$ cat config.mk
export PLATFORM = sky130hd
export DESIGN_NAME = command_frame_parser_latency_tracker_flat
export DESIGN_NICKNAME = d
export VERILOG_FILES = /design/src/hw/rtl/cfpl_pkg.sv /design/src/hw/rtl/cfpl_ifs.sv /design/src/hw/rtl/cfpl_cfg_regs.sv /design/src/hw/rtl/cfpl_parser.sv /design/src/hw/rtl/cfpl_latency.sv /design/src/hw/rtl/command_frame_parser_latency_tracker.sv /design/src/flat_wrapper.sv
export SDC_FILE = /design/constraint.sdc
export NUM_CORES = 1
export LEC_CHECK = 0
export CAP_MARGIN = 40
export CORE_ASPECT_RATIO = 1.75
export CORE_MARGIN = 2
export CORE_UTILIZATION = 40
export DETAILED_ROUTE_END_ITERATION = 8
export DONT_BUFFER_PORTS = 1
export GPL_ROUTABILITY_DRIVEN = 0
export GPL_TIMING_DRIVEN = 0
export PLACE_DENSITY = 0.51
export SKIP_LAST_GASP = 1
export SYNTH_ARGS = -nofsm -noshare
export SYNTH_HDL_FRONTEND = slang
export SYNTH_HIERARCHICAL = 1
export SYNTH_SLANG_ARGS = --single-unit
$ cat constraint.sdc
create_clock -name clk_i -period 10.7 [get_ports clk_i]
set_input_delay 1.605 -clock clk_i [delete_from_list [all_inputs] [get_ports clk_i]]
set_output_delay 1.605 -clock clk_i [all_outputs]
set_load 0.02 [all_outputs]
$ cat src/hw/rtl/cfpl_pkg.sv
// Package for the command frame parser and latency tracker.
// Holds the shared types, codes and constants; no dependencies.
`timescale 1ns / 1ps

package cfpl_pkg;

  localparam int unsigned CmdW        = 6;
  localparam int unsigned LenW        = 16;
  localparam int unsigned LatW        = 14;
  localparam int unsigned RttW        = 13;
  localparam int unsigned CfgIdxW     = 2;

  localparam logic [LenW-1:0]   PING_LEN     = 16'd16;
  localparam logic [7:0]        PING_SUBTYPE = 8'd2;
  localparam logic [31:0]       LATENCY_LIM  = 32'd5000;
  localparam logic [LatW-1:0]   LAT_UNKNOWN  = 14'h3FFF;
  // Division by ten is done as a multiply by ceil(2^19 / 10) and a shift by 19.
  localparam logic [15:0]       DECAY_RECIP  = 16'd52429;
  localparam int unsigned       DECAY_SHIFT  = 19;

  localparam logic [1:0] KIND_NONE  = 2'd0;
  localparam logic [1:0] KIND_SHORT = 2'd1;
  localparam logic [1:0] KIND_LONG  = 2'd2;

  localparam logic [13:0] STAMP_START_OFS = 14'd1;
  localparam logic [13:0] STAMP_END_OFS   = 14'd3;

  typedef enum logic [2:0] {
    PH_HEADER    = 3'd0,
    PH_SHORT_LEN = 3'd1,
    PH_LEN_LO    = 3'd2,
    PH_LEN_HI    = 3'd3,
    PH_PAYLOAD   = 3'd4
  } phase_e;

  typedef enum logic [1:0] {
    EV_NONE       = 2'd0,
    EV_LOGIN      = 2'd1,
    EV_DISCONNECT = 2'd2
  } event_e;

  typedef enum logic [CfgIdxW-1:0] {
    REG_LOGIN = 2'd0,
    REG_PING  = 2'd1,
    REG_DISC  = 2'd2
  } reg_idx_e;

  typedef struct packed {
    logic [CmdW-1:0] login_code;
    logic [CmdW-1:0] ping_code;
    logic [CmdW-1:0] disconnect_code;
  } cfg_t;

  typedef struct packed {
    logic [CmdW-1:0] command;
    logic [7:0]      payload_byte;
    logic            payload_valid;
    logic [LenW-1:0] payload_offset;
    logic            frame_done;
    logic            bad_length_kind;
    event_e          session_event;
    logic [7:0]      permission_bits;
    logic            ping_meas;
    logic [RttW-1:0] rtt;
  } stage_t;

endpackage

$ cat src/hw/rtl/cfpl_ifs.sv
// Channel interfaces of the command frame parser: input bytes, configuration
// writes and results. Depends on cfpl_pkg.
`timescale 1ns / 1ps

interface cfpl_in_if;
  logic       valid;
  logic       ready;
  logic [7:0] rx_byte;
  modport source (output valid, rx_byte, input ready);
  modport sink (input valid, rx_byte, output ready);
endinterface

interface cfpl_cfg_if;
  logic                        valid;
  logic                        ready;
  logic [cfpl_pkg::CfgIdxW-1:0] index;
  logic [cfpl_pkg::CmdW-1:0]    data;
  modport source (output valid, index, data, input ready);
  modport sink (input valid, index, data, output ready);
endinterface

interface cfpl_out_if;
  logic                            valid;
  logic                            ready;
  logic [cfpl_pkg::CmdW-1:0]       command;
  logic [7:0]                      payload_byte;
  logic                            payload_valid;
  logic [cfpl_pkg::LenW-1:0]       payload_offset;
  logic                            frame_done;
  logic                            bad_length_kind;
  logic [1:0]                      session_event;
  logic [7:0]                      permission_bits;
  logic signed [cfpl_pkg::LatW-1:0] latency_ms;
  logic                            latency_updated;
  modport source (output valid, command, payload_byte, payload_valid, payload_offset,
                  frame_done, bad_length_kind, session_event, permission_bits,
                  latency_ms, latency_updated, input ready);
  modport sink (input valid, command, payload_byte, payload_valid, payload_offset,
                frame_done, bad_length_kind, session_event, permission_bits,
                latency_ms, latency_updated, output ready);
endinterface

$ cat src/hw/rtl/cfpl_cfg_regs.sv
// Configuration registers holding the login, ping and disconnect command codes.
// Depends on cfpl_pkg.
`timescale 1ns / 1ps

module cfpl_cfg_regs (
  input  logic                          clk_i,
  input  logic                          rst_ni,
  input  logic                          wr_valid_i,
  input  logic [cfpl_pkg::CfgIdxW-1:0]  wr_index_i,
  input  logic [cfpl_pkg::CmdW-1:0]     wr_data_i,
  output logic                          wr_ready_o,
  output cfpl_pkg::cfg_t                cfg_o
);

  cfpl_pkg::cfg_t cfg_q, cfg_d;

  assign wr_ready_o = 1'b1;

  always_comb begin
    cfg_d = cfg_q;
    if (wr_valid_i) begin
      unique case (wr_index_i)
        cfpl_pkg::REG_LOGIN: cfg_d.login_code      = wr_data_i;
        cfpl_pkg::REG_PING:  cfg_d.ping_code       = wr_data_i;
        cfpl_pkg::REG_DISC:  cfg_d.disconnect_code = wr_data_i;
        default:             cfg_d = cfg_q;
      endcase
    end
  end

  always_ff @(posedge clk_i or negedge rst_ni) begin
    if (!rst_ni) begin
      cfg_q.login_code      <= 6'd1;
      cfg_q.ping_code       <= 6'd3;
      cfg_q.disconnect_code <= 6'd2;
    end else begin
      cfg_q <= cfg_d;
    end
  end

  assign cfg_o = cfg_q;

endmodule

$ cat src/hw/rtl/cfpl_parser.sv
// Frame parser stage: walks header, length and payload bytes, captures the
// ping timestamps and permissions, and registers one stage record per byte.
// Depends on cfpl_pkg.
`timescale 1ns / 1ps

module cfpl_parser (
  input  logic                 clk_i,
  input  logic                 rst_ni,
  input  cfpl_pkg::cfg_t       cfg_i,
  input  logic                 in_valid_i,
  input  logic [7:0]           in_byte_i,
  output logic                 in_ready_o,
  output cfpl_pkg::stage_t     stage_o,
  output logic                 stage_valid_o,
  input  logic                 stage_ready_i
);

  cfpl_pkg::phase_e              phase_q, phase_d;
  logic [cfpl_pkg::CmdW-1:0]     cmd_q, cmd_d;
  logic [cfpl_pkg::LenW-1:0]     len_q, len_d;
  logic [cfpl_pkg::LenW-1:0]     cnt_q, cnt_d, cnt_inc;
  logic [7:0]                    first_q, first_d;
  logic [3:0][7:0]               ss_q, ss_d;
  logic [3:0][7:0]               se_q, se_d;
  logic [7:0]                    perm_q, perm_d;
  logic [31:0]                   rtt;
  logic                          done;
  logic                          in_acc;
  cfpl_pkg::stage_t              st, stage_q;
  logic                          stage_valid_q;

  assign in_ready_o = !stage_valid_q || stage_ready_i;
  assign in_acc     = in_valid_i && in_ready_o;
  assign cnt_inc    = cnt_q + 16'd1;
  assign rtt        = se_d - ss_d;

  always_comb begin
    phase_d  = phase_q;
    cmd_d    = cmd_q;
    len_d    = len_q;
    cnt_d    = cnt_q;
    first_d  = first_q;
    ss_d     = ss_q;
    se_d     = se_q;
    perm_d   = perm_q;
    done     = 1'b0;
    st       = '0;
    unique case (phase_q)
      cfpl_pkg::PH_SHORT_LEN: begin
        len_d = {8'd0, in_byte_i};
        if (in_byte_i == 8'd0) begin
          done    = 1'b1;
          phase_d = cfpl_pkg::PH_HEADER;
        end else begin
          phase_d = cfpl_pkg::PH_PAYLOAD;
        end
      end
      cfpl_pkg::PH_LEN_LO: begin
        len_d   = {8'd0, in_byte_i};
        phase_d = cfpl_pkg::PH_LEN_HI;
      end
      cfpl_pkg::PH_LEN_HI: begin
        len_d = {in_byte_i, len_q[7:0]};
        if (len_d == '0) begin
          done    = 1'b1;
          phase_d = cfpl_pkg::PH_HEADER;
        end else begin
          phase_d = cfpl_pkg::PH_PAYLOAD;
        end
      end
      cfpl_pkg::PH_PAYLOAD: begin
        st.payload_valid  = 1'b1;
        st.payload_byte   = in_byte_i;
        st.payload_offset = cnt_q;
        if (cnt_q == '0) begin
          first_d = in_byte_i;
        end
        if (cnt_q[15:2] == cfpl_pkg::STAMP_START_OFS) begin
          ss_d[cnt_q[1:0]] = in_byte_i;
        end
        if (cnt_q[15:2] == cfpl_pkg::STAMP_END_OFS) begin
          se_d[cnt_q[1:0]] = in_byte_i;
        end
        cnt_d = cnt_inc;
        if (cnt_inc >= len_q || cnt_inc == '0) begin
          done    = 1'b1;
          phase_d = cfpl_pkg::PH_HEADER;
        end
      end
      default: begin
        cmd_d   = in_byte_i[5:0];
        cnt_d   = '0;
        phase_d = cfpl_pkg::PH_HEADER;
        case (in_byte_i[7:6])
          cfpl_pkg::KIND_NONE: begin
            len_d = '0;
            done  = 1'b1;
          end
          cfpl_pkg::KIND_SHORT: phase_d = cfpl_pkg::PH_SHORT_LEN;
          cfpl_pkg::KIND_LONG:  phase_d = cfpl_pkg::PH_LEN_LO;
          default:              st.bad_length_kind = 1'b1;
        endcase
      end
    endcase

    if (done) begin
      if (cmd_d == cfg_i.login_code) begin
        if (len_d != '0) begin
          perm_d           = first_d;
          st.session_event = cfpl_pkg::EV_LOGIN;
        end
      end else if (cmd_d == cfg_i.ping_code) begin
        if (len_d == cfpl_pkg::PING_LEN && first_d == cfpl_pkg::PING_SUBTYPE &&
            !rtt[31] && rtt != '0 && rtt < cfpl_pkg::LATENCY_LIM) begin
          st.ping_meas = 1'b1;
        end
      end else if (cmd_d == cfg_i.disconnect_code) begin
        st.session_event = cfpl_pkg::EV_DISCONNECT;
      end
    end

    st.command         = cmd_d;
    st.frame_done      = done;
    st.permission_bits = perm_d;
    st.rtt             = rtt[cfpl_pkg::RttW-1:0];
  end

  always_ff @(posedge clk_i or negedge rst_ni) begin
    if (!rst_ni) begin
      phase_q       <= cfpl_pkg::PH_HEADER;
      cmd_q         <= '0;
      len_q         <= '0;
      cnt_q         <= '0;
      first_q       <= '0;
      ss_q          <= '0;
      se_q          <= '0;
      perm_q        <= '0;
      stage_valid_q <= 1'b0;
    end else begin
      if (in_acc) begin
        phase_q <= phase_d;
        cmd_q   <= cmd_d;
        len_q   <= len_d;
        cnt_q   <= cnt_d;
        first_q <= first_d;
        ss_q    <= ss_d;
        se_q    <= se_d;
        perm_q  <= perm_d;
      end
      if (in_ready_o) begin
        stage_valid_q <= in_valid_i;
      end
    end
  end

  always_ff @(posedge clk_i) begin
    if (in_acc) begin
      stage_q <= st;
    end
  end

  assign stage_o       = stage_q;
  assign stage_valid_o = stage_valid_q;

`ifndef SYNTHESIS
  a_payload_phase_gives_payload: assert property (@(posedge clk_i) disable iff (!rst_ni)
    in_acc && phase_q == cfpl_pkg::PH_PAYLOAD |=> stage_valid_q && stage_q.payload_valid)
    else $error("payload byte not marked valid");
  a_bad_kind_alone: assert property (@(posedge clk_i) disable iff (!rst_ni)
    stage_valid_q && stage_q.bad_length_kind |-> !stage_q.frame_done && !stage_q.payload_valid)
    else $error("reserved length kind completed a frame or carried payload");
`endif

endmodule

$ cat src/hw/rtl/cfpl_latency.sv
// Latency stage: applies the peak-hold latency update for measured pings and
// holds the result register. Depends on cfpl_pkg.
`timescale 1ns / 1ps

module cfpl_latency (
  input  logic                              clk_i,
  input  logic                              rst_ni,
  input  cfpl_pkg::stage_t                  stage_i,
  input  logic                              stage_valid_i,
  output logic                              stage_ready_o,
  output logic                              res_valid_o,
  input  logic                              res_ready_i,
  output cfpl_pkg::stage_t                  res_o,
  output logic signed [cfpl_pkg::LatW-1:0]  res_latency_o
);

  logic signed [cfpl_pkg::LatW-1:0] lat_q, lat_d;
  logic signed [cfpl_pkg::LatW-1:0] diff;
  logic [28:0]                      prod;
  logic [cfpl_pkg::LatW-1:0]        decay;
  logic                             take_new;
  logic                             take;
  logic                             res_valid_q;
  cfpl_pkg::stage_t                 res_q;

  assign take          = !res_valid_q || res_ready_i;
  assign stage_ready_o = take;

  assign diff     = lat_q - $signed({1'b0, stage_i.rtt});
  assign take_new = lat_q[cfpl_pkg::LatW-1] || diff[cfpl_pkg::LatW-1] || diff == '0;
  assign prod     = diff[cfpl_pkg::RttW-1:0] * cfpl_pkg::DECAY_RECIP;
  assign decay    = {4'd0, prod[28:cfpl_pkg::DECAY_SHIFT]};

  always_comb begin
    lat_d = lat_q;
    if (stage_i.ping_meas) begin
      if (take_new) begin
        lat_d = $signed({1'b0, stage_i.rtt});
      end else begin
        lat_d = lat_q - $signed(decay);
      end
    end
  end

  always_ff @(posedge clk_i or negedge rst_ni) begin
    if (!rst_ni) begin
      lat_q       <= cfpl_pkg::LAT_UNKNOWN;
      res_valid_q <= 1'b0;
    end else if (take) begin
      res_valid_q <= stage_valid_i;
      if (stage_valid_i) begin
        lat_q <= lat_d;
      end
    end
  end

  always_ff @(posedge clk_i) begin
    if (take && stage_valid_i) begin
      res_q <= stage_i;
    end
  end

  assign res_valid_o   = res_valid_q;
  assign res_o         = res_q;
  assign res_latency_o = lat_q;

`ifndef SYNTHESIS
  a_update_on_frame_end: assert property (@(posedge clk_i) disable iff (!rst_ni)
    res_valid_q && res_q.ping_meas |-> res_q.frame_done)
    else $error("latency updated outside a frame end");
  a_latency_range: assert property (@(posedge clk_i) disable iff (!rst_ni)
    lat_q == cfpl_pkg::LAT_UNKNOWN || (lat_q >= 14'sd1 && lat_q < 14'sd5000))
    else $error("held latency out of range");
`endif

endmodule

$ cat src/hw/rtl/command_frame_parser_latency_tracker.sv
// Top level of the command frame parser with round-trip latency tracker.
// Depends on cfpl_pkg, the cfpl interfaces, cfpl_cfg_regs, cfpl_parser and
// cfpl_latency.
//
// Usage: received link bytes enter on rx_if, one byte per transaction. Each
// byte yields exactly one result transaction on res_if with the current
// command, payload byte and offset, frame end and session flags, the latched
// permissions and the held latency. cfg_if writes the login, ping and
// disconnect command codes (index 0, 1, 2); it is always ready and should be
// used only while no bytes are in flight.
// An accepted byte's result passes through the parser register and then the
// latency/result register before it is valid on res_if.
// Throughput is one byte per cycle while res_if is ready; the parser state
// update is combinational; the latency update uses one 13x16 multiplier.
// Reset clears the parser to wait for a header, restores the default command
// codes, clears the permissions and sets the latency to -1 (not measured).
// When the receiver stalls, the result register holds its transaction; one
// more byte is taken only if the parser register is empty, and rx_if ready
// drops as soon as the parser register holds a waiting transaction.
`timescale 1ns / 1ps

module command_frame_parser_latency_tracker (
  input  logic        clk_i,
  input  logic        rst_ni,
  cfpl_in_if.sink     rx_if,
  cfpl_cfg_if.sink    cfg_if,
  cfpl_out_if.source  res_if
);

  cfpl_pkg::cfg_t   cfg;
  cfpl_pkg::stage_t stage;
  logic             stage_valid;
  logic             stage_ready;
  cfpl_pkg::stage_t res;

  cfpl_cfg_regs u_cfg (
    .clk_i      (clk_i),
    .rst_ni     (rst_ni),
    .wr_valid_i (cfg_if.valid),
    .wr_index_i (cfg_if.index),
    .wr_data_i  (cfg_if.data),
    .wr_ready_o (cfg_if.ready),
    .cfg_o      (cfg)
  );

  cfpl_parser u_parser (
    .clk_i         (clk_i),
    .rst_ni        (rst_ni),
    .cfg_i         (cfg),
    .in_valid_i    (rx_if.valid),
    .in_byte_i     (rx_if.rx_byte),
    .in_ready_o    (rx_if.ready),
    .stage_o       (stage),
    .stage_valid_o (stage_valid),
    .stage_ready_i (stage_ready)
  );

  cfpl_latency u_latency (
    .clk_i         (clk_i),
    .rst_ni        (rst_ni),
    .stage_i       (stage),
    .stage_valid_i (stage_valid),
    .stage_ready_o (stage_ready),
    .res_valid_o   (res_if.valid),
    .res_ready_i   (res_if.ready),
    .res_o         (res),
    .res_latency_o (res_if.latency_ms)
  );

  assign res_if.command         = res.command;
  assign res_if.payload_byte    = res.payload_byte;
  assign res_if.payload_valid   = res.payload_valid;
  assign res_if.payload_offset  = res.payload_offset;
  assign res_if.frame_done      = res.frame_done;
  assign res_if.bad_length_kind = res.bad_length_kind;
  assign res_if.session_event   = res.session_event;
  assign res_if.permission_bits = res.permission_bits;
  assign res_if.latency_updated = res.ping_meas;

endmodule

$ cat src/flat_wrapper.sv
// flat-port wrapper written by rule: the top's interface ports become plain ports
module command_frame_parser_latency_tracker_flat 
  (clk_i, rst_ni, rx_if_valid, rx_if_rx_byte, rx_if_ready, cfg_if_valid, cfg_if_index, cfg_if_data, cfg_if_ready, res_if_valid, res_if_command, res_if_payload_byte, res_if_payload_valid, res_if_payload_offset, res_if_frame_done, res_if_bad_length_kind, res_if_session_event, res_if_permission_bits, res_if_latency_ms, res_if_latency_updated, res_if_ready);
  cfpl_in_if rx_if_i ();
  cfpl_cfg_if cfg_if_i ();
  cfpl_out_if res_if_i ();
  input  logic clk_i;
  input  logic rst_ni;
  input wire logic [$bits(rx_if_i.valid)-1:0] rx_if_valid;
  input wire logic [$bits(rx_if_i.rx_byte)-1:0] rx_if_rx_byte;
  output wire logic [$bits(rx_if_i.ready)-1:0] rx_if_ready;
  input wire logic [$bits(cfg_if_i.valid)-1:0] cfg_if_valid;
  input wire logic [$bits(cfg_if_i.index)-1:0] cfg_if_index;
  input wire logic [$bits(cfg_if_i.data)-1:0] cfg_if_data;
  output wire logic [$bits(cfg_if_i.ready)-1:0] cfg_if_ready;
  output wire logic [$bits(res_if_i.valid)-1:0] res_if_valid;
  output wire logic [$bits(res_if_i.command)-1:0] res_if_command;
  output wire logic [$bits(res_if_i.payload_byte)-1:0] res_if_payload_byte;
  output wire logic [$bits(res_if_i.payload_valid)-1:0] res_if_payload_valid;
  output wire logic [$bits(res_if_i.payload_offset)-1:0] res_if_payload_offset;
  output wire logic [$bits(res_if_i.frame_done)-1:0] res_if_frame_done;
  output wire logic [$bits(res_if_i.bad_length_kind)-1:0] res_if_bad_length_kind;
  output wire logic [$bits(res_if_i.session_event)-1:0] res_if_session_event;
  output wire logic [$bits(res_if_i.permission_bits)-1:0] res_if_permission_bits;
  output wire logic [$bits(res_if_i.latency_ms)-1:0] res_if_latency_ms;
  output wire logic [$bits(res_if_i.latency_updated)-1:0] res_if_latency_updated;
  input wire logic [$bits(res_if_i.ready)-1:0] res_if_ready;
  assign rx_if_i.valid = rx_if_valid;
  assign rx_if_i.rx_byte = rx_if_rx_byte;
  assign rx_if_ready = rx_if_i.ready;
  assign cfg_if_i.valid = cfg_if_valid;
  assign cfg_if_i.index = cfg_if_index;
  assign cfg_if_i.data = cfg_if_data;
  assign cfg_if_ready = cfg_if_i.ready;
  assign res_if_valid = res_if_i.valid;
  assign res_if_command = res_if_i.command;
  assign res_if_payload_byte = res_if_i.payload_byte;
  assign res_if_payload_valid = res_if_i.payload_valid;
  assign res_if_payload_offset = res_if_i.payload_offset;
  assign res_if_frame_done = res_if_i.frame_done;
  assign res_if_bad_length_kind = res_if_i.bad_length_kind;
  assign res_if_session_event = res_if_i.session_event;
  assign res_if_permission_bits = res_if_i.permission_bits;
  assign res_if_latency_ms = res_if_i.latency_ms;
  assign res_if_latency_updated = res_if_i.latency_updated;
  assign res_if_i.ready = res_if_ready;
  command_frame_parser_latency_tracker u_core (.clk_i(clk_i), .rst_ni(rst_ni), .rx_if(rx_if_i), .cfg_if(cfg_if_i), .res_if(res_if_i));
endmodule
==> run metrics, run 1 <==
terminating pin of the worst hold path u_core/u_latency/res_o[44]; share of the cycle needed by the critical path after routing 0.908; first-pass GRT wire length approximately 78,000 um; netlist area before placement roughly 18,000 um2; post-route antenna net violation count 0; Core Rows around 100; later-pin clock latency in the skew report approximately 560 ps; run status completed; largest driver fanout on the critical path 5; startpoint of the tightest hold check path u_core/u_parser/stage_o[44]; required time of the worst setup path 11,180 ps; worst setup path class reg2reg; Hold Fails Final Rpt 0; total area of sequential cells ~7000 um2; number of warnings reported in the yosys synthesis log 6; crit-path max cell delay 620 ps; H-tree Lvls 1; number of DRC violations after detailed routing 0; Vias per Instance 5.53; area overhead of the layout relative to synthesis 9.96%; CP Launch Point u_core/u_latency/res_latency_o[0]; root buffer cell sky130_fd_sc_hd__clkbuf_16; length of the first detailed-routing pass in iterations 5; Highest Signal Layer met4; Final Max Slew Viols 0; buffers plus inverters on the worst setup path 5; TritonCTS buffer count 26; Sink Count roughly 260; floorplan die width roughly 160 um; syn avg cell area slightly above 10 um2; number of fill cells approximately 4,300; CP Data Arrival Time around 10,000 ps; I/O pin cnt 82; worst slew pin tran 898 ps; met3 wirelength from detailed routing 2050 um; flop-to-flop setup slack approximately 1000 ps; Post-layout nets about 2,000; kind of launch point of the worst setup path register; die footprint between 40,000 and 50,000 um2; Iteration-0 DRC Markers approximately 760; antenna violations before repair 0; synthesized netlist cell count 1,755; core area 44,000 um2; Top delay family on crit path adder cells; CTS tree done; Avg WL per Cell 20.9 um; number of I/O port buffers 0; Final Routed Wirelength 50,100 um; Peak Freq between 100 and 150 MHz; grt total ovfl 0; die outline height about 280 um; quantity of gates resized following cts 0; post-CTS setup buffer count 0; met2 routed WL roughly 28,000 um; R2R cell count 33; endpoint of the worst-slack reg-to-reg timing path u_core/u_latency/res_latency_o[11]; Clock transition at path regs approximately 60 ps; CTS Hold Buffers Added 0; maximum number of pins on one net before global-route repair roughly 160; total of endpoints with negative setup slack in the final report 0; max-cap check violation count 0; remaining max-slew budget at the tightest pin 0.399; sort of element at the end of the critical path register; footprint of the multi-input gates 9870 um2; placed wire-length estimate after detailed placement 39,400 um; setup repair after global routing missed its margin false; clk buf depth 3; via count of the first global-routing pass about 14,000; WL met1 17,500 um; Worst Clk Skew 16.9 ps; Initial Utilization 0.403; Vias around 13,000; worst hold path type reg2reg; Diodes inserted 0; global-route total usage across every layer 0.220; number of nets produced by synthesis ~2,000; minimum period implied by the final worst setup slack roughly 10000 ps; Hold Path Stages 0; Crit-path slowest cell sky130_fd_sc_hd__xnor2_1; Total Neg Setup Slack 0 ps; startpoint of the most critical register-to-register path u_core/u_latency/res_latency_o[0]; layout cells sized above 1 0.119
## how the worst max path moves through the flow
| stage | end | slack, ps | depth (start not counted) |
|---|---|---|---|
| CTS | u_core/u_latency/res_latency_o[11] | 840 | 33 |
| detailed placement | u_core/u_latency/res_latency_o[11] | 900 | 33 |
| global route | u_core/u_latency/res_latency_o[11] | 480 | 33 |
| finish | u_core/u_latency/res_latency_o[11] | 980 | 33 |
| floorplan | u_core/u_latency/res_latency_o[11] | 2260 | 33 |
| global placement | u_core/u_latency/res_latency_o[11] | 850 | 33 |
## per-stage QoR
step	util	cells	hold slack (ps)	cell area (um2)	worst slack, ps
6_report	0.443	2392	420	19500	983
2_1_floorplan	-	1755	400	17700	2260
4_1_cts	0.443	2392	421	19500	841
3_5_place_dp	0.424	2344	405	18700	897
5_1_grt	0.443	2392	430	19500	484
3_3_place_gp	0.419	2327	402	18500	849
## sequential cells by signal (all words and copies together), names as in the netlist
signal                          cells
u_core/u_cfg/cfg_o                 18
u_core/u_latency/res_latency_o     14
u_core/u_latency/res_o             44
u_core/u_latency/res_valid_o        1
u_core/u_parser/cmd_q               6
u_core/u_parser/cnt_q              16
u_core/u_parser/first_q             8
u_core/u_parser/len_q              16
u_core/u_parser/perm_q              8
u_core/u_parser/phase_q             3
u_core/u_parser/se_q               32
u_core/u_parser/ss_q               32
u_core/u_parser/stage_o            57
u_core/u_parser/stage_valid_o       1
## layout make-up
type,instances,share of cell area
multi-input combinational,1262,0.506
sequential,256,0.355
clock buffer,34,0.0369
tap,572,0.0367
inverter,174,0.0336
buffer,63,0.0149
timing repair buffer,17,0.00949
clock inverter,14,0.00705
## worst register-to-register path, delay by kind of cell, from the launching register on
kind            cells  cell delay [ps]
buf+inv             5              430
flops               1              610
fa+ha+maj           9             3830
xor+xnor            2              810
simple gates        6             1410
compound gates     11             2570
## metal layers
metal | track usage | vias up
li1 | - | 6252
met3 | 0.0274 | 106
met4 | 0.102 | 0
met5 | 0 | -
met2 | 0.439 | 345
met1 | 0.222 | 6515
## cells in the final DEF, fill, tap and decap left out, drive strengths merged, types with 22 or more instances in the layout
| master | n |
|---|---|
| nand2 | 185 |
| inv | 175 |
| ha | 160 |
| dfrtp | 137 |
| o21ai | 108 |
| nor2 | 105 |
| edfxtp | 101 |
| mux2 | 88 |
| clkbuf | 79 |
| a21oi | 72 |
| xnor2 | 60 |
| fa | 50 |
| mux2i | 48 |
| buf | 35 |
| nand3 | 29 |
| xor2 | 27 |
| and2 | 27 |
| nor3 | 26 |
| a21o | 22 |
Power of run 1 is not shown: default switching activity piles up to over one toggle a cycle in this logic, so the estimate is an artifact.
==> inputs of run 2 (changes only) <==
Settings changed: CELL_PAD_IN_SITES_DETAIL_PLACEMENT set to 0, CELL_PAD_IN_SITES_GLOBAL_PLACEMENT set to 1, PLACE_DENSITY 0.51 to 0.62.
==> run 2 against run 1 <==
Critical path depth decreased by 1; design area fell by 0.19%; utilization fell by 0.085 points; flip-flop and latch count is the same; largest cell class unchanged.
==> run metrics, run 2 (same netlist as run 1, synthesis figures left out) <==
run status completed; H-tree Lvls 1 (unchanged); area overhead of the layout relative to synthesis 9.75%; number of DRC violations after detailed routing 0 (unchanged); post-CTS setup buffer count 0 (unchanged); Sink Count 256 (unchanged); post-route antenna net violation count 0 (unchanged); most frequent cells in the layout sky130_fd_sc_hd__nand2_1, sky130_fd_sc_hd__inv_1, sky130_fd_sc_hd__ha_1; total of endpoints with negative setup slack in the final report 0 (unchanged); Hold Path Stages 0 (unchanged); via count of the first global-routing pass 13,700 (-0.044%); Avg WL per Cell 21.5 um (+2.6%); largest driver fanout on the critical path 5 (unchanged); Largest register FFs 57 (unchanged); CP Data Arrival Time 10,300 ps (+110 ps); Clock transition at path regs 70 ps (about the same); Hold Fails Final Rpt 0 (unchanged); max-cap check violation count 0 (unchanged); quantity of gates resized following cts 0 (unchanged); maximum number of pins on one net before global-route repair 156 (unchanged); worst setup path class reg2reg; Total Neg Setup Slack 0 ps (unchanged); layout cells sized above 1 0.119 (+0.000615); crit-path max cell delay 640 ps (+20 ps); core area 44,000 um2 (unchanged); Final Routed Wirelength 51,400 um (+2.5%); Vias 13,000 (-1.9%); Peak Freq 102 MHz (-1.2%); floorplan die width 163 um (unchanged); antenna violations before repair 0 (unchanged); worst hold path type reg2reg; root buffer cell sky130_fd_sc_hd__clkbuf_16; first-pass GRT wire length 79,100 um (+1.8%); placed wire-length estimate after detailed placement 40,400 um (+2.5%); TritonCTS buffer count 26 (unchanged); Final Max Slew Viols 0 (unchanged); Core Rows 102 (unchanged); I/O pin cnt 82 (unchanged); kind of launch point of the worst setup path register; grt total ovfl 0 (unchanged); Worst Clk Skew 21.4 ps (+4.55 ps); number of fill cells 4,286 (+0.30%); worst slew pin tran 963 ps (+65.1 ps); die outline height 283 um (unchanged); CTS tree done; length of the first detailed-routing pass in iterations 6 (+1); share of the cycle needed by the critical path after routing 0.919 (+0.0109); minimum period implied by the final worst setup slack 9830 ps (+117 ps); CTS Hold Buffers Added 0 (unchanged); Post-layout nets 2,030 (-0.049%); clk buf depth 3 (unchanged); remaining max-slew budget at the tightest pin 0.358 (-0.0406); Diodes inserted 0 (unchanged); Crit-path slowest cell sky130_fd_sc_hd__o41ai_1; most common cell after layout, fill and taps aside sky130_fd_sc_hd__nand2_1; Iteration-0 DRC Markers 611 (-19%); global-route total usage across every layer 0.226 (+0.00570); setup repair after global routing missed its margin false; sort of element at the end of the critical path register; Initial Utilization 0.403 (unchanged); Vias per Instance 5.43 (-1.8%); later-pin clock latency in the skew report 560 ps (about the same); die footprint 46,100 um2 (unchanged); required time of the worst setup path 11,170 ps (about the same); number of I/O port buffers 0 (unchanged); R2R cell count 32 (-3.0%)
==> run 2: cell count changes in the layout (fill, tap and decap cells not counted), moves of 2 or more <==
cell                         change
sky130_fd_sc_hd__buf_6           -3
sky130_fd_sc_hd__buf_8           +2
sky130_fd_sc_hd__clkbuf_8        -4
sky130_fd_sc_hd__clkinv_1        -2
sky130_fd_sc_hd__clkinv_2        +3
sky130_fd_sc_hd__clkinvlp_4      +2
==> run 2: final timing paths <==
check	from	to	slack [ps]
setup / recovery	u_core/u_latency/res_latency_o[0]	u_core/u_latency/res_latency_o[11]	870
hold / removal	u_core/u_parser/stage_o[15]	u_core/u_latency/res_o[15]	410
setup reg to reg	u_core/u_latency/res_latency_o[0]	u_core/u_latency/res_latency_o[11]	870
hold reg to reg	u_core/u_parser/stage_o[15]	u_core/u_latency/res_o[15]	410
max in group asynchronous	rst_ni	u_core/u_latency/res_latency_o[8]	9620
min in group asynchronous	rst_ni	u_core/u_parser/perm_q[1]	740
==> run 2: through the flow <==
step	cell area [um2]	cells	utilization	hold WS (ps)	worst slack, ps
2_1_floorplan	17700	1755	-	400	2260
3_3_place_gp	18500	2327	0.419	402	894
3_5_place_dp	18700	2343	0.424	405	833
4_1_cts	19500	2391	0.442	412	775
5_1_grt	19500	2391	0.442	423	479
6_report	19500	2391	0.442	409	865
==> run 2: metal layers <==
| layer | routed length (um) | track usage | share of wire |
|---|---|---|---|
| met3 | 1770 | 0.0305 | 0.035 |
| met5 | 0 | 0 | 0 |
| met4 | 2600 | 0.108 | 0.051 |
| met2 | 28900 | 0.449 | 0.56 |
| met1 | 18100 | 0.226 | 0.35 |
==> run 2: final cells by class <==
class	instances	area (um2)	share of cell area
Buffer	63	290	0.0149
Clock buffer	30	666	0.0342
Clock inverter	18	153	0.00784
Inverter	174	656	0.0337
Multi-Input combinational cell	1262	9870	0.507
Sequential cell	256	6930	0.356
Tap cell	572	716	0.0368
Timing Repair Buffer	16	188	0.00964
==> run 2: critical path, delay by kind of cell, from the launching register on <==
kind,cells,cell delay (ps)
flops,1,610
fa+ha+maj,9,3810
buf+inv,5,380
compound gates,11,2670
xor+xnor,2,830
simple gates,5,1400
Power of run 2 is left out for the same reason.
==> inputs of run 3 (changes only) <==
Settings changed: BUFFER_PORTS_ARGS set to -buffer_cell sky130_fd_sc_hd__clkbuf_2, CORE_UTILIZATION 40 to 50, DONT_BUFFER_PORTS 1 to not set, PLACE_DENSITY 0.62 to 0.78.
==> run 3 against run 2 <==
Clock-buffer cell count increased by 2; design area increased by 1.6%; die area down 20%; utilization increased by 12 points; maximum frequency increased by 1.3%; setup slack improved by 120 ps; global-route usage rose by 3.6 points; critical path depth increased by 1; highest routed layer unchanged; non-clock buffer count increased by 76.
==> run metrics, run 3 (same netlist as run 1, synthesis figures left out) <==
run status completed; Diodes inserted 0 (unchanged); Final Routed Wirelength 48,000 um (-6.5%); Clock transition at path regs 70 ps (about the same); Post-layout nets 2,105 (+3.7%); Core Rows 91 (-11%); placed wire-length estimate after detailed placement 37,400 um (-7.4%); grt total ovfl 0 (unchanged); antenna violations before repair 0 (unchanged); Post-Place Worst Slack 1040 ps (+210 ps); layout cells sized above 1 0.154 (+0.0344); first-pass GRT wire length 75,900 um (-4.0%); Final Max Slew Viols 0 (unchanged); worst setup path class reg2reg; Crit-path slowest cell sky130_fd_sc_hd__o41ai_1; Peak Freq 103 MHz (+1.3%); CTS tree done; area overhead of the layout relative to synthesis 11.5%; crit-path max cell delay 610 ps (-30 ps); Sink Count 256 (unchanged); most frequent cells in the layout sky130_fd_sc_hd__nand2_1, sky130_fd_sc_hd__inv_1, sky130_fd_sc_hd__ha_1; clk buf depth 3 (unchanged); Largest register FFs 57 (unchanged); Vias 13,500 (+4.0%); final cell area excluding filler cells 19,800 um2 (+1.6%); total area of sequential cells 6930 um2 (unchanged); die footprint 37,100 um2 (-20%); number of DRC violations after detailed routing 0 (unchanged); kind of launch point of the worst setup path register; floorplan die width 146 um (-10%); H-tree Lvls 1 (unchanged); required time of the worst setup path 11,170 ps (about the same); number of fill cells 3,151 (-26%); CTS Hold Buffers Added 0 (unchanged); remaining max-slew budget at the tightest pin 0.394 (+0.0365); Avg WL per Cell 20.4 um (-5.2%); footprint of the multi-input gates 9870 um2 (unchanged); Vias per Instance 5.72 (+5.4%); largest driver fanout on the critical path 6 (+1); later-pin clock latency in the skew report 570 ps (about the same); Hold Fails Final Rpt 0 (unchanged); Initial Utilization 0.506 (+0.103); most common cell after layout, fill and taps aside sky130_fd_sc_hd__nand2_1; Hold Worst Slack 413 ps (+3.57 ps); maximum number of pins on one net before global-route repair 97 (-38%); number of I/O port buffers 79 (+79); global-route total usage across every layer 0.262 (+0.0363); sort of element at the end of the critical path register; root buffer cell sky130_fd_sc_hd__clkbuf_16; die outline height 253 um (-10%); CP Data Arrival Time 10,180 ps (-120 ps); I/O pin cnt 82 (unchanged); Iteration-0 DRC Markers 888 (+45%); core area 35,100 um2 (-20%); post-CTS setup buffer count 0 (unchanged); setup repair after global routing missed its margin false; minimum period implied by the final worst setup slack 9710 ps (-122 ps); length of the first detailed-routing pass in iterations 5 (-1); via count of the first global-routing pass 14,200 (+3.1%); share of the cycle needed by the critical path after routing 0.908 (-0.0114); worst slew pin tran 908 ps (-54.7 ps); worst setup slack after layout 987 ps (+122 ps); post-route antenna net violation count 0 (unchanged); Total Neg Setup Slack 0 ps (unchanged); TritonCTS buffer count 25 (-3.8%); worst hold path type reg2reg; quantity of gates resized following cts 0 (unchanged); total of endpoints with negative setup slack in the final report 0 (unchanged); Worst Clk Skew 31.2 ps (+9.75 ps); max-cap check violation count 0 (unchanged); standard cell area after detailed placement 18,900 um2 (+1.4%)
run 3: through the flow:
stage / instances / util
after floorplan: 1755 / -
after global placement: 2299 / 0.534
after detailed placement: 2312 / 0.539
after CTS: 2358 / 0.564
after global routing: 2358 / 0.564
final: 2358 / 0.564
run 3: final timing paths:
| kind | startpoint | end | slack [ps] | cells after the start |
|---|---|---|---|---|
| setup / recovery | u_core/u_latency/res_latency_o[1] | u_core/u_latency/res_latency_o[11] | 990 | 33 |
| hold / removal | u_core/u_parser/stage_o[48] | u_core/u_latency/res_o[48] | 410 | 0 |
| setup reg to reg | u_core/u_latency/res_latency_o[1] | u_core/u_latency/res_latency_o[11] | 990 | 33 |
| hold reg to reg | u_core/u_parser/stage_o[48] | u_core/u_latency/res_o[48] | 410 | 0 |
| max in group asynchronous | rst_ni | u_core/u_latency/res_latency_o[1] | 8690 | 2 |
| min in group asynchronous | rst_ni | u_core/u_parser/se_q[13] | 1100 | 1 |
run 3: cell type report:
cell class	instances	area share
multi-input cells	1262	0.499
flip-flops and latches	256	0.350
clock buffers	32	0.0345
inverters	174	0.0331
repair buffers	92	0.0294
well taps	465	0.0294
plain buffers	63	0.0147
clock inverters	14	0.00961
run 3: critical path: cells and delay by family, from the launching register on:
family	cells	cell delay (ps)
AO/OA/AOI/OAI	13	3190
XOR/XNOR	2	590
adder cells (fa/ha/maj)	8	3390
buffers and inverters	4	320
flip-flops	1	590
AND/OR/NAND/NOR	6	1550
run 3: per-layer routing:
layer  vias to the layer above  wire length, um  track usage
li1                       6401                -            -
met1                      6633            17200        0.265
met4                         0             2630        0.137
met2                       330            26700        0.524
met5                         -                0            0
met3                       122             1480       0.0238
Power of run 3 is left out for the same reason.
